### config.mk
export PLATFORM = sky130hd
export DESIGN_NAME = flv_tag_h264_nal_extractor
export DESIGN_NICKNAME = d
export VERILOG_FILES = /design/src/rtl/flvnal_pkg.sv /design/src/rtl/flv_tag_h264_nal_extractor.sv
export SDC_FILE = /design/constraint.sdc
export NUM_CORES = 1
export LEC_CHECK = 0
export ABC_AREA = 1
export BUFFER_PORTS_ARGS = -buffer_cell sky130_fd_sc_hd__buf_2
export CORE_ASPECT_RATIO = 0.9
export CORE_UTILIZATION = 48
export CTS_BUF_LIST = sky130_fd_sc_hd__clkbuf_16
export CTS_CLUSTER_SIZE = 8
export DETAILED_ROUTE_END_ITERATION = 10
export PLACE_DENSITY = 0.73
export SLEW_MARGIN = 40
export SYNTH_ARGS = -nofsm -noshare
export SYNTH_HDL_FRONTEND = slang
export SYNTH_SLANG_ARGS = --single-unit
export TNS_END_PERCENT = 5
### constraint.sdc
create_clock -name clk -period 4.5 [get_ports clk]
set_input_delay 0.9 -clock clk [delete_from_list [all_inputs] [get_ports clk]]
set_output_delay 0.9 -clock clk [all_outputs]
set_load 0.01 [all_outputs]
### src/rtl/flvnal_pkg.sv
`timescale 1ns / 1ps
`default_nettype none
// ----------------------------------------------------------------------------
// flvnal_pkg
// parse phases, stream constants and the result record of the flv nal extractor
// ----------------------------------------------------------------------------
package flvnal_pkg;

  typedef enum logic [3:0] {
    PH_FILE_HDR  = 4'd0,
    PH_HDR_SKIP  = 4'd1,
    PH_TAG_HDR   = 4'd2,
    PH_SKIP_BODY = 4'd3,
    PH_VID_CODEC = 4'd4,
    PH_PKT_TYPE  = 4'd5,
    PH_CTS_CFG   = 4'd6,
    PH_CTS_NAL   = 4'd7,
    PH_CONFIG    = 4'd8,
    PH_NAL_LEN   = 4'd9,
    PH_NAL_DATA  = 4'd10,
    PH_DISCARD   = 4'd11
  } phase_t;

  localparam logic [7:0]  SIG_F        = 8'h46;
  localparam logic [7:0]  SIG_L        = 8'h4c;
  localparam logic [7:0]  SIG_V        = 8'h56;
  localparam logic [7:0]  TAG_VIDEO    = 8'd9;
  localparam logic [3:0]  CODEC_AVC    = 4'd7;
  localparam logic [3:0]  FRAME_KEY    = 4'd1;
  localparam logic [7:0]  PKT_SEQ_HDR  = 8'd0;
  localparam logic [31:0] FILE_HDR_LEN = 32'd9;
  localparam logic [31:0] TAG_HDR_LAST = 32'd14;
  localparam logic [31:0] CTS_LAST     = 32'd2;
  localparam logic [31:0] LEN_LAST     = 32'd3;
  localparam logic        KIND_NAL     = 1'b0;
  localparam logic        KIND_CONFIG  = 1'b1;

  typedef struct packed {
    logic [7:0]  payload_byte;
    logic        first_of_unit;
    logic        last_of_unit;
    logic        unit_kind;
    logic        key_frame;
    logic [31:0] timestamp;
  } result_t;

endpackage
`default_nettype wire

### src/rtl/flv_tag_h264_nal_extractor.sv
`timescale 1ns / 1ps
`default_nettype none
// ----------------------------------------------------------------------------
// flv_tag_h264_nal_extractor
// walks an flv byte stream and emits the h.264 nal unit and config bytes
// ----------------------------------------------------------------------------
// channel | direction | beat
// in_     | input     | one file byte with its stream start mark
// out_    | output    | one payload byte with unit marks, kind, key flag, time
//
// one byte is taken every cycle while in_ready is high; the parse state
// updates at the accepting edge and a payload byte is registered into the
// output register, or the skid register while out_ stalls; both registers keep
// input going while out_ stalls; in_ready drops only when both are occupied
// rst_n (synchronous) clears the parser to the file signature phase
// ----------------------------------------------------------------------------
module flv_tag_h264_nal_extractor
  import flvnal_pkg::*;
(
  input  wire logic        clk,
  input  wire logic        rst_n,
  input  wire logic        in_valid,
  output logic             in_ready,
  input  wire logic [7:0]  in_data_byte,
  input  wire logic        in_stream_start,
  output logic             out_valid,
  input  wire logic        out_ready,
  output logic [7:0]       out_payload_byte,
  output logic             out_first_of_unit,
  output logic             out_last_of_unit,
  output logic             out_unit_kind,
  output logic             out_key_frame,
  output logic [31:0]      out_timestamp
);

  phase_t      phase_r, phase_nxt, c_phase;
  logic [31:0] cnt_r, cnt_nxt, c_cnt;
  logic [31:0] hlen_r, hlen_nxt, c_hlen;
  logic [7:0]  ttype_r, ttype_nxt, c_ttype;
  logic [23:0] body_r, body_nxt, c_body;
  logic [31:0] ttime_r, ttime_nxt, c_ttime;
  logic [23:0] cts_r, cts_nxt, c_cts;
  logic [31:0] unit_r, unit_nxt, c_unit;
  logic        key_r, key_nxt, c_key;

  logic        in_fire;
  logic        emit;
  result_t     res;
  logic [31:0] cnt_inc;
  logic [31:0] hlen_sh;
  logic [31:0] unit_sh;
  logic [31:0] unit_dec;
  logic [23:0] body_dec;
  logic [31:0] stamp;

  result_t     out_r, out_nxt, skid_r, skid_nxt;
  logic        out_valid_r, out_valid_nxt, skid_valid_r, skid_valid_nxt;

  assign in_ready = !skid_valid_r;
  assign in_fire  = in_valid && in_ready;

  // stream start views the state as freshly reset
  always_comb begin
    if (in_stream_start) begin
      c_phase = PH_FILE_HDR;
      c_cnt   = '0;
      c_hlen  = '0;
      c_ttype = '0;
      c_body  = '0;
      c_ttime = '0;
      c_cts   = '0;
      c_unit  = '0;
      c_key   = 1'b0;
    end else begin
      c_phase = phase_r;
      c_cnt   = cnt_r;
      c_hlen  = hlen_r;
      c_ttype = ttype_r;
      c_body  = body_r;
      c_ttime = ttime_r;
      c_cts   = cts_r;
      c_unit  = unit_r;
      c_key   = key_r;
    end
  end

  assign cnt_inc  = c_cnt + 32'd1;
  assign hlen_sh  = {c_hlen[23:0], in_data_byte};
  assign unit_sh  = {c_unit[23:0], in_data_byte};
  assign unit_dec = c_unit - 32'd1;
  assign body_dec = c_body - 24'd1;
  assign stamp    = c_ttime + {{8{c_cts[23]}}, c_cts};

  always_comb begin
    phase_nxt = c_phase;
    cnt_nxt   = c_cnt;
    hlen_nxt  = c_hlen;
    ttype_nxt = c_ttype;
    body_nxt  = c_body;
    ttime_nxt = c_ttime;
    cts_nxt   = c_cts;
    unit_nxt  = c_unit;
    key_nxt   = c_key;
    emit      = 1'b0;
    res.payload_byte  = in_data_byte;
    res.first_of_unit = (c_cnt == 32'd0);
    res.last_of_unit  = (c_body == 24'd1);
    res.unit_kind     = KIND_CONFIG;
    res.key_frame     = c_key;
    res.timestamp     = stamp;
    case (c_phase)
      PH_FILE_HDR: begin
        if ((c_cnt == 32'd0 && in_data_byte != SIG_F) ||
            (c_cnt == 32'd1 && in_data_byte != SIG_L) ||
            (c_cnt == 32'd2 && in_data_byte != SIG_V)) begin
          phase_nxt = PH_DISCARD;
        end else begin
          if (c_cnt >= 32'd5) begin
            hlen_nxt = hlen_sh;
          end
          cnt_nxt = cnt_inc;
          if (cnt_inc >= FILE_HDR_LEN) begin
            if (hlen_nxt > FILE_HDR_LEN) begin
              cnt_nxt   = hlen_nxt - FILE_HDR_LEN;
              phase_nxt = PH_HDR_SKIP;
            end else begin
              cnt_nxt   = '0;
              phase_nxt = PH_TAG_HDR;
            end
          end
        end
      end
      PH_HDR_SKIP: begin
        cnt_nxt = c_cnt - 32'd1;
        if (cnt_nxt == 32'd0) begin
          phase_nxt = PH_TAG_HDR;
        end
      end
      PH_TAG_HDR: begin
        case (c_cnt[3:0])
          4'd4:         ttype_nxt = in_data_byte;
          4'd5:         body_nxt  = {16'd0, in_data_byte};
          4'd6, 4'd7:   body_nxt  = {c_body[15:0], in_data_byte};
          4'd8:         ttime_nxt = {24'd0, in_data_byte};
          4'd9, 4'd10:  ttime_nxt = {c_ttime[23:0], in_data_byte};
          4'd11:        ttime_nxt = {in_data_byte, c_ttime[23:0]};
          default:      ;
        endcase
        cnt_nxt = cnt_inc;
        if (c_cnt >= TAG_HDR_LAST) begin
          cnt_nxt = '0;
          if (c_body == 24'd0) begin
            phase_nxt = PH_TAG_HDR;
          end else if (c_ttype == TAG_VIDEO) begin
            phase_nxt = PH_VID_CODEC;
          end else begin
            phase_nxt = PH_SKIP_BODY;
          end
        end
      end
      PH_DISCARD: ;
      default: begin
        case (c_phase)
          PH_VID_CODEC: begin
            key_nxt   = (in_data_byte[7:4] == FRAME_KEY);
            phase_nxt = (in_data_byte[3:0] == CODEC_AVC) ? PH_PKT_TYPE : PH_SKIP_BODY;
          end
          PH_PKT_TYPE: begin
            phase_nxt = (in_data_byte == PKT_SEQ_HDR) ? PH_CTS_CFG : PH_CTS_NAL;
            cts_nxt   = '0;
            cnt_nxt   = '0;
          end
          PH_CTS_CFG, PH_CTS_NAL: begin
            cts_nxt = {c_cts[15:0], in_data_byte};
            cnt_nxt = cnt_inc;
            if (c_cnt >= CTS_LAST) begin
              cnt_nxt   = '0;
              unit_nxt  = '0;
              phase_nxt = (c_phase == PH_CTS_CFG) ? PH_CONFIG : PH_NAL_LEN;
            end
          end
          PH_CONFIG: begin
            emit    = 1'b1;
            cnt_nxt = 32'd1;
          end
          PH_NAL_LEN: begin
            unit_nxt = unit_sh;
            cnt_nxt  = cnt_inc;
            if (c_cnt >= LEN_LAST) begin
              cnt_nxt = '0;
              if (unit_sh != 32'd0) begin
                phase_nxt = PH_NAL_DATA;
              end
            end
          end
          PH_NAL_DATA: begin
            emit              = 1'b1;
            res.unit_kind     = KIND_NAL;
            res.last_of_unit  = (c_unit == 32'd1) || (c_body == 24'd1);
            cnt_nxt           = 32'd1;
            unit_nxt          = unit_dec;
            if (unit_dec == 32'd0) begin
              cnt_nxt   = '0;
              phase_nxt = PH_NAL_LEN;
            end
          end
          default: ;
        endcase
        body_nxt = body_dec;
        if (body_dec == 24'd0) begin
          cnt_nxt   = '0;
          unit_nxt  = '0;
          phase_nxt = PH_TAG_HDR;
        end
      end
    endcase
  end

  always_ff @(posedge clk) begin
    if (!rst_n) begin
      phase_r <= PH_FILE_HDR;
      cnt_r   <= '0;
      hlen_r  <= '0;
      ttype_r <= '0;
      body_r  <= '0;
      ttime_r <= '0;
      cts_r   <= '0;
      unit_r  <= '0;
      key_r   <= 1'b0;
    end else if (in_fire) begin
      phase_r <= phase_nxt;
      cnt_r   <= cnt_nxt;
      hlen_r  <= hlen_nxt;
      ttype_r <= ttype_nxt;
      body_r  <= body_nxt;
      ttime_r <= ttime_nxt;
      cts_r   <= cts_nxt;
      unit_r  <= unit_nxt;
      key_r   <= key_nxt;
    end
  end

  // output register with skid stage
  always_comb begin
    out_nxt        = out_r;
    skid_nxt       = skid_r;
    out_valid_nxt  = out_valid_r;
    skid_valid_nxt = skid_valid_r;
    if (out_valid_r && out_ready) begin
      out_valid_nxt = 1'b0;
      if (skid_valid_r) begin
        out_nxt        = skid_r;
        out_valid_nxt  = 1'b1;
        skid_valid_nxt = 1'b0;
      end
    end
    if (in_fire && emit) begin
      if (out_valid_r && !out_ready) begin
        skid_nxt       = res;
        skid_valid_nxt = 1'b1;
      end else begin
        out_nxt       = res;
        out_valid_nxt = 1'b1;
      end
    end
  end

  always_ff @(posedge clk) begin
    if (!rst_n) begin
      out_valid_r  <= 1'b0;
      skid_valid_r <= 1'b0;
    end else begin
      out_valid_r  <= out_valid_nxt;
      skid_valid_r <= skid_valid_nxt;
    end
    out_r  <= out_nxt;
    skid_r <= skid_nxt;
  end

  assign out_valid         = out_valid_r;
  assign out_payload_byte  = out_r.payload_byte;
  assign out_first_of_unit = out_r.first_of_unit;
  assign out_last_of_unit  = out_r.last_of_unit;
  assign out_unit_kind     = out_r.unit_kind;
  assign out_key_frame     = out_r.key_frame;
  assign out_timestamp     = out_r.timestamp;

`ifndef SYNTHESIS
  a_skid_behind_out: assert property (@(posedge clk) disable iff (!rst_n)
    skid_valid_r |-> out_valid_r)
    else $error("skid beat held without an output beat");

  a_nal_len_live: assert property (@(posedge clk) disable iff (!rst_n)
    phase_r == PH_NAL_DATA |-> unit_r != 32'd0)
    else $error("nal data phase with no bytes left in the unit");

  a_body_live: assert property (@(posedge clk) disable iff (!rst_n)
    (phase_r != PH_FILE_HDR && phase_r != PH_HDR_SKIP &&
     phase_r != PH_TAG_HDR && phase_r != PH_DISCARD) |-> body_r != 24'd0)
    else $error("body phase with an empty tag body");

  a_skip_live: assert property (@(posedge clk) disable iff (!rst_n)
    phase_r == PH_HDR_SKIP |-> cnt_r != 32'd0)
    else $error("header skip with zero count");

  a_discard_sticks: assert property (@(posedge clk) disable iff (!rst_n)
    in_fire && !in_stream_start && phase_r == PH_DISCARD |=> phase_r == PH_DISCARD)
    else $error("left discard without stream start");
`endif

endmodule
`default_nettype wire

======== After elaboration in Yosys (flattened, before gate mapping) ========
Index checks and enable logic that the tools add are counted.
storage, ports and cells
  register bits after elaboration ......... 279
  input bits .............................. 13
  output and inout bits ................... 46
  word-level logic and storage cells ...... 160
cells by class
  add/subtract/negate cells ............... 6
  $lt $le $gt $ge ......................... 6
  eq/ne operators ......................... 28
  multiplexer cells ....................... 70
  reductions and logical operators ........ 27
operator list
  cell                     number
  $mux W32                 20
  $pmux W32 S3             2
  $mux W44                 4
  $pmux W32 S5             1
  $pmux W24 S2             3
  $pmux W32 S4             1
  $logic_not A32 Y1        3
  $mux W24                 3
  $eq A32 B1 Y1 const B    2
  $ge A32 B2 Y1 const B    2
  $ge A32 B4 Y1 const B    2
  $sub A32 B1 Y32 const B  2
  $logic_not A24 Y1        2
  $mux W4                  10
  $eq A4 B3 Y1 const B     9
  $add A32 B1 Y32 const B  1
  $add A32 B32 Y32         1
  $eq A32 B2 Y1 const B    1
  $eq A4 B4 Y1 const B     8
  $ge A32 B3 Y1 const B    1
  $gt A32 B4 Y1 const B    1
  $reduce_bool A32 Y1      1
  $sub A32 B4 Y32 const B  1
  $eq A24 B1 Y1 const B    1
  other kinds (20)         55

======== Logic depth before layout (Yosys ltp) ========
Gate-level depths: netlist of the first run.
  depth in word-level cells ............... 12
  gate-level depth with buffers ........... 30
  mapped depth without buffers ............ 23

======== Worst setup path after synthesis of the first run ========
OpenSTA, ideal clock, no wires.
  kind .................................... input port to flip-flop
  from .................................... input port in_stream_start
  to ...................................... register out_r, in the netlist out_timestamp[22]
  setup time .............................. 115 ps
  arrival time ............................ 4332 ps
  data required time ...................... 4385 ps
  setup slack ............................. 53 ps
  stages .................................. 22
  buffers on the path ..................... 5
  path through ............................ buf_2 -> buf_2 -> clkbuf_1 -> clkbuf_1 -> clkbuf_1 -> nor2_1 -> ha_1 -> nand2_1 -> o21ai_0 -> a21oi_1 -> o21ai_0 -> nand2_1 -> nand2_1 -> nand2_1 -> nand2_1 -> a21oi_1 -> o21ai_0 -> nand2_1 -> nand3_1 -> nand2_1 -> o21ai_0 -> inv_1
RTL lines
  item                    RTL line                           text
  start: declaration      flv_tag_h264_nal_extractor.sv:25   input wire logic in_stream_start,
  end signal: assignment  flv_tag_h264_nal_extractor.sv:276  out_r <= out_nxt;
  end: declaration        flv_tag_h264_nal_extractor.sv:56   result_t out_r, out_nxt, skid_r, skid_nxt;

==> metrics.txt, run 1 <==
Unique masters post-synth=56; NumNets Final=3742; LEAKAGE=11.9 nW; Core Area=0.0453 mm2; Fillers=4538; P&R area growth vs syn=11.3%; fmax=259 MHz; Final Core Density=0.541; GP Congestion=1.04; Synthesized Nets=3698; PwrDens=360 mW/mm2; CP arrival=4.33 ns; dpl cell area=0.0232 mm2; most used flip-flop cell after synthesis=dfxtp_1; final instance area=0.0245 mm2; Die Span X=228 um; Final Max Tran Viols=0; clk sinks=279; compound-gate portion of the synthesized area=0.199; Skew-Pair Late Insertion Delay=0.59 ns; #FFs+latches synth=279; Slew Limit Headroom=0.413; die area=0.0467 mm2; Post-CTS Hold Buffers=0; Reg clk slew, reported paths=0.05 ns; Clock Skew=0.0374 ns; simple logic cell fraction of the synthesized area=0.342; Antenna diodes=0; YS warnings=0; Final min period=3.86 ns; Worst-Margin Slew=0.880 ns; final setup violation count=0; Pint=0.00550 W; Synth Area in XOR/XNOR=0.0398; initial antenna violation count=0; crit-path max FO=53; Psw=0.00331 W; Synth Area per Inst=6.04 um2; Remaining Overflow, GRT=0; DR vias=24300; I/O pin count=59; Final ANT Viol Nets=0; Req. time, crit path=4.97 ns; hold_ws=0.463 ns; outcome=completed; Post CTS Setup Buffer Count=0; input/output buffers=58; WL/cell=17.1 um; clock power share=0.338; fin crit share=0.858; post_cts resized=0; sequential fraction of the synthesis area=0.274; EDFF count, synth=44; critical path type=input pin to flop; setup TNS=0 ns; RSZ-0062 raised after global routing=no; DRC=0; final wirelength=73.6 mm; post-synthesis instance total=3638; largest net degree at the start of global routing=136; Inst Count DP=4246; Syn Std Cell Area=0.0220 mm2; global-route wire length before repair=116 mm; Hold Crit Class=flop to flop; Detailed Routing Iterations Pass 1=9; largest family of logic cells by synthesized area=simple AND/OR/NAND/NOR gates; Async S/R FF share, synth=0; row count=74; Die Y=205 um; Seq pwr share=0.341; HPWL Detailed=53.1 mm; DR iter-0 viols=2940; non-filler instance count after layout=4312; total CTS buffers=42; CTS tree=yes; Comb pwr share=0.321; reg2reg setup slack=0.80 ns; layout cells sized above 1=0.0921; endpoints failing hold=0; maxcap violations=0; Clock Path Buffers=3; Post-Synth Adder-Cell Area=0.0271; Setup crit start kind=input pin; Max IR drop VDD=0.277 mV; Clock Tree Root=clkbuf_16; Net Sw Frac=0.375; CP endpoint kind=flop; post-synthesis mux area share=0; drt via density=5.64; initial core utilization=0.486; vias in the first global route=21300; H-tree depth=2; Total GRT Usage=0.312
==> Yosys cell counts, types with 33 or more instances <==
cell	n	area share
nand2_1	898	0.15
nor2_1	503	0.086
inv_1	448	0.076
a21oi_1	260	0.059
o21ai_0	257	0.059
dfxtp_1	235	0.21
nand3_1	181	0.041
clkbuf_1	122	0.021
xor2_1	74	0.029
a31oi_1	64	0.018
nand4_1	52	0.015
o22ai_1	48	0.014
ha_1	46	0.026
edfxtp_1	44	0.060
nand2_2	41	0.012
o21ai_1	40	0.0091
a22oi_1	33	0.011
==> final timing paths <==
check             cells past startpoint                    from                        end
setup / recovery                     20         in_stream_start  out_timestamp[22]$_DFF_P_
hold / removal                        2  hlen_r[8]$_SDFFE_PN0P_     hlen_r[8]$_SDFFE_PN0P_
setup reg to reg                     21   cnt_r[0]$_SDFFE_PN0P_     cnt_r[14]$_SDFFE_PN0P_
hold reg to reg                       2  hlen_r[8]$_SDFFE_PN0P_     hlen_r[8]$_SDFFE_PN0P_
==> worst max-delay path, cell delays in order <==
cell and delay [ns]:
buf_4 0.14, buf_4 0.25, buf_12 0.28, nor2_1 0.13, ha_1 0.40, nand2_1 0.06
o21ai_0 0.30, a21oi_1 0.16, o21ai_0 0.29, nand2_1 0.08, nand2_1 0.16, nand2_1 0.07
nand2_1 0.14, a21oi_1 0.14, o21ai_0 0.28, nand2_1 0.12, nand3_1 0.09, nand2_1 0.08
o21ai_0 0.14, inv_1 0.06
==> sequential cells by signal, indices dropped and copies added, names as in the netlist, 4 cells and up <==
register and flops:
skid_r 44, phase_r 4, out_timestamp 32, cnt_r 32, unit_r 32, cts_r 24, ttype_r 8, out_payload_byte 8
ttime_r 32, body_r 24, hlen_r 32
==> cell type report <==
type / count / area (um2) / area share
inverter: 474 / 1790 / 0.0732
clock buffer: 42 / 1050 / 0.0429
timing repair buffer: 169 / 1240 / 0.0506
sequential: 279 / 6030 / 0.246
tap: 608 / 761 / 0.0311
multi-input combinational: 2716 / 13400 / 0.548
clock inverter: 24 / 188 / 0.00767
==> metrics by stage <==
step / power (W) / setup WS [ns]
finish: 0.00881 / 0.638
floorplan: 0.00491 / 0.0525
detailed placement: 0.00579 / 0.153
global route: 0.00929 / 0.323
global placement: 0.00577 / 0.124
CTS: 0.00878 / 0.745
==> layer usage <==
metal | global-route usage | wire length [um] | vias to the layer above
li1 | - | - | 12000
met1 | 0.457 | 33000 | 11000
met2 | 0.454 | 30400 | 1221
met3 | 0.0635 | 8130 | 153
met4 | 0.0944 | 2030 | 0
met5 | 0 | 0 | -
==> logic make-up after synthesis <==
group,after synthesis
DFF,279
xor gates and xnor gates,100
AOI/OAI and AO/OA,780
and+or+nand+nor,1789
adders and majority gates,47
buffers and inverters,643
==> cell usage in the layout, fill, tap and decap left out, drive strengths merged, types with 42 or more instances in the layout <==
master / n
clkbuf: 42
nand3: 183
dfxtp: 235
o22ai: 48
buf: 169
edfxtp: 44
nor2: 538
a21oi: 260
inv: 485
nand2: 940
nand4: 52
a31oi: 64
ha: 46
xor2: 74
o21ai: 301
==> power by group through the flow <==
stage	clock network [W]	logic [W]	registers, W
floorplan	0	0.00183	0.00308
global placement	0	0.00274	0.00304
detailed placement	0	0.00275	0.00305
CTS	0.00302	0.00276	0.00300
global route	0.00312	0.00313	0.00303
finish	0.00297	0.00283	0.00300
(Power assumes the default switching activity.)
==> run 2: changes to the inputs <==
--- a/config.mk
+++ b/config.mk
@@ -5,14 +5,14 @@
 export SDC_FILE = /design/constraint.sdc
 export NUM_CORES = 1
 export LEC_CHECK = 0
-export ABC_AREA = 1
 export BUFFER_PORTS_ARGS = -buffer_cell sky130_fd_sc_hd__buf_2
-export CORE_ASPECT_RATIO = 0.9
+export CORE_ASPECT_RATIO = 0.7
 export CORE_UTILIZATION = 48
 export CTS_BUF_LIST = sky130_fd_sc_hd__clkbuf_16
 export CTS_CLUSTER_SIZE = 8
 export DETAILED_ROUTE_END_ITERATION = 10
-export PLACE_DENSITY = 0.73
+export HOLD_SLACK_MARGIN = 0.1
+export PLACE_DENSITY = 0.74
 export SLEW_MARGIN = 40
 export SYNTH_ARGS = -nofsm -noshare
 export SYNTH_HDL_FRONTEND = slang
==> metrics.txt, run 2 <==
GP Congestion=1.01 (-3.3%); P&R area growth vs syn=13.7%; row count=60 (-19%); sequential fraction of the synthesis area=0.318 (+0.0435); Setup Slack @ Placement=0.0635 ns (-0.0895 ns); Total GRT Usage=0.324 (+0.0123); top cells by count, synth=nor2_1 (302), dfxtp_1 (235), nand2_1 (229), o21ai_0 (164), a21oi_1 (160); CP endpoint kind=flop; NumNets Final=2564 (-31%); Hold Path Stages=2 (unchanged); Worst R2R End=cnt_r[29]$_SDFFE_PN0P_; RSZ-0062 raised after global routing=no; I/O pin count=59 (unchanged); crit-path max FO=21 (-60%); compound-gate portion of the synthesized area=0.274 (+0.0747); clock power share=0.367 (+0.029); Post CTS Setup Buffer Count=0 (unchanged); post-synthesis instance total=2461 (-32%); largest cells by area after synthesis=dfxtp_1 (25%), edfxtp_1 (7.0%), nor2_1 (6.0%); Setup crit start kind=flop; fin crit share=0.886 (+0.0283); hold_sp=ttime_r[26]$_SDFFE_PN0P_; Clock Skew=0.0213 ns (-0.0160 ns); final setup violation count=0 (unchanged); die area=0.0403 mm2 (-14%); worst r2r src=cnt_r[27]$_SDFFE_PN0P_; Largest register FFs=44 (unchanged); drt via density=6.52 (+16%); gr busiest metal=met1; reg2reg setup slack=0.51 ns (-0.29 ns); Final ANT Viol Nets=0 (unchanged); initial core utilization=0.491 (+0.00511); Worst-Margin Slew=0.864 ns (-0.0167 ns); Clock Path Buffers=3 (unchanged); Die Y=168 um (-18%); cells on worst reg2reg path=11 (-48%); final wirelength=66.9 mm (-9.0%); Remaining Overflow, GRT=0 (unchanged); Final min period=3.99 ns (+0.127 ns); input/output buffers=58 (unchanged); simple logic cell fraction of the synthesized area=0.255 (-0.0871); PwrDens=347 mW/mm2 (-3.6%); Hold Crit Class=flop to flop; Final Max Tran Viols=0 (unchanged); Core Area=0.0387 mm2 (-15%); largest net degree at the start of global routing=121 (-11%); Clock Tree Root=clkbuf_16; Unique masters post-synth=96 (+71%); fmax=251 MHz (-3.2%); #FFs+latches synth=279 (unchanged); global-route wire length before repair=104 mm (-11%); Net Sw Frac=0.339 (-0.0369); Skew-Pair Late Insertion Delay=0.55 ns (-0.04 ns); EDFF count, synth=44 (unchanged); Inst Count DP=2989 (-30%); cell with the most instances after synthesis=nor2_1; Syn Std Cell Area=0.0190 mm2 (-14%); critical path type=flop to flop; CP peak stage delay=0.55 ns (+0.15 ns); most frequent cells in the layout=nor2_1 (299), dfxtp_1 (235), nand2_1 (227); most common cell after layout, fill and taps aside=nor2_1; WL/cell=22.0 um (+29%); hold path endpoint=ttime_r[26]$_SDFFE_PN0P_; largest register by flop count=skid_r; H-tree depth=2 (unchanged); Req. time, crit path=4.91 ns (-0.06 ns); DR iter-0 viols=2903 (-1.3%); Post-CTS Hold Buffers=0 (unchanged); endpoints failing hold=0 (unchanged); setup TNS=0 ns (unchanged); YS warnings=0 (unchanged); slowest CP cell=nor4_1; maxcap violations=0 (unchanged); non-filler instance count after layout=3047 (-29%); setup ws final=0.511 ns (-0.127 ns); Reg clk slew, reported paths=0.05 ns (about the same); Die Span X=240 um (+5.3%); Detailed Routing Iterations Pass 1=8 (-1); grt met1 use=0.481 (+0.0234); most used flip-flop cell after synthesis=dfxtp_1; Seq pwr share=0.378 (+0.037); Post-Synth Adder-Cell Area=0.0314 (+0.00430); global routing usage on met3=0.0879 (+0.0243); outcome=completed; clk sinks=279 (unchanged); Synth Area in XOR/XNOR=0.0425 (+0.00264); DRC=0 (unchanged); Max IR drop VDD=0.264 mV (-4.8%); CTS tree=yes; critical path, cell by cell=nor4_1 -> a31oi_1 -> nor4_4 -> buf_4 -> nor3_1 -> a41oi_2 -> o311ai_4 -> nor3_2 -> a311oi_1 -> o21ai_0 -> a21oi_1; Pint=0.00495 W (-10%); Synthesized Nets=2521 (-32%); largest family of logic cells by synthesized area=compound AO/OA/AOI/OAI gates; initial antenna violation count=1 (+1); total CTS buffers=40 (-4.8%); biggest area consumer among synthesized cells=dfxtp_1; DR vias=19900 (-18%); Comb pwr share=0.255 (-0.066); Antenna diodes=0 (unchanged); Psw=0.00254 W (-23%); Async S/R FF share, synth=0 (unchanged); HPWL Detailed=47.7 mm (-10%); CP arrival=4.40 ns (+0.07 ns); vias in the first global route=18200 (-15%); post-synthesis mux area share=0.0288 (+0.0288); M2 GR Usage=0.455 (+0.00133); LEAKAGE=8.67 nW (-27%); post_cts resized=0 (unchanged); Slew Limit Headroom=0.422 (+0.00842); layout cells sized above 1=0.132 (+0.0401); Synth Area per Inst=7.71 um2 (+28%); Yosys top cell area share=0.248 (+0.0340)
[run 2: cell count changes in the layout (fill, tap and decap cells not counted), sizes merged, moves of 44 or more]
cell / previous run / this run
nor4: 4 / 55
a22oi: 33 / 130
nand2: 940 / 230
nor2b: 0 / 80
mux2i: 0 / 50
nor3: 30 / 74
nand3: 183 / 64
a21oi: 260 / 160
o21ai: 301 / 175
inv: 485 / 58
nor2: 538 / 303
[run 2: critical path, delay by kind of cell (launching register included)]
family                 cells  cell delay (ns)
AOI/OAI and AO/OA          6             1.57
buffers and inverters      1             0.32
DFF                        1             0.40
and+or+nand+nor            4             1.55
[run 2: per-layer routing]
| metal | part of all wire | vias up | wire (um) |
|---|---|---|---|
| li1 | - | 9166 | - |
| met1 | 0.44 | 9404 | 29800 |
| met2 | 0.41 | 1148 | 27200 |
| met3 | 0.12 | 148 | 8360 |
| met4 | 0.024 | 2 | 1620 |
| met5 | 0.00016 | - | 11 |
[run 2: worst max path at each step]
| stage | startpoint | end | slack, ns | depth (start not counted) |
|---|---|---|---|---|
| finish | cnt_r[27]$_SDFFE_PN0P_ | cnt_r[29]$_SDFFE_PN0P_ | 0.51 | 11 |
| global route | cnt_r[27]$_SDFFE_PN0P_ | cnt_r[29]$_SDFFE_PN0P_ | 0.30 | 11 |
| CTS | cnt_r[27]$_SDFFE_PN0P_ | cnt_r[20]$_SDFFE_PN0P_ | 0.59 | 12 |
| detailed placement | in_stream_start | out_timestamp[26]$_DFF_P_ | 0.06 | 16 |
| global placement | in_stream_start | cnt_r[9]$_SDFFE_PN0P_ | 0.09 | 16 |
| floorplan | in_stream_start | out_timestamp[26]$_DFF_P_ | -0.25 | 24 |
[run 2: cell type report]
cell class,instances,area [um2]
Clock buffer,40,1000
Fill cell,3589,17100
Inverter,42,163
Clock inverter,18,101
Timing Repair Buffer,201,1460
Sequential cell,279,6030
Multi-Input combinational cell,1940,12200
Tap cell,527,659
[run 2: power by group through the flow]
stage | logic [W] | registers, W | clock network, W
global placement | 0.00181 | 0.00287 | 0
CTS | 0.00185 | 0.00282 | 0.00278
detailed placement | 0.00183 | 0.00287 | 0
finish | 0.00191 | 0.00283 | 0.00275
floorplan | 0.00129 | 0.00279 | 0
global route | 0.00204 | 0.00284 | 0.00288
[run 2: kinds of logic (layout without fill, tap and decap cells)]
group | Yosys count | after routing
xor gates and xnor gates | 92 | 92
muxes | 54 | 54
AOI/OAI and AO/OA | 775 | 775
adders and majority gates | 47 | 47
and+or+nand+nor | 972 | 972
buffers and inverters | 242 | 301
DFF | 279 | 279
[run 2: per-stage QoR]
stage,area [um2],total power [W],hold slack (ns),utilization
floorplan,19300,0.00408,0.427,-
global placement,20400,0.00468,0.466,0.529
detailed placement,20500,0.00471,0.477,0.529
CTS,21600,0.00745,0.488,0.558
global route,21600,0.00776,0.517,0.558
finish,21600,0.00749,0.482,0.558
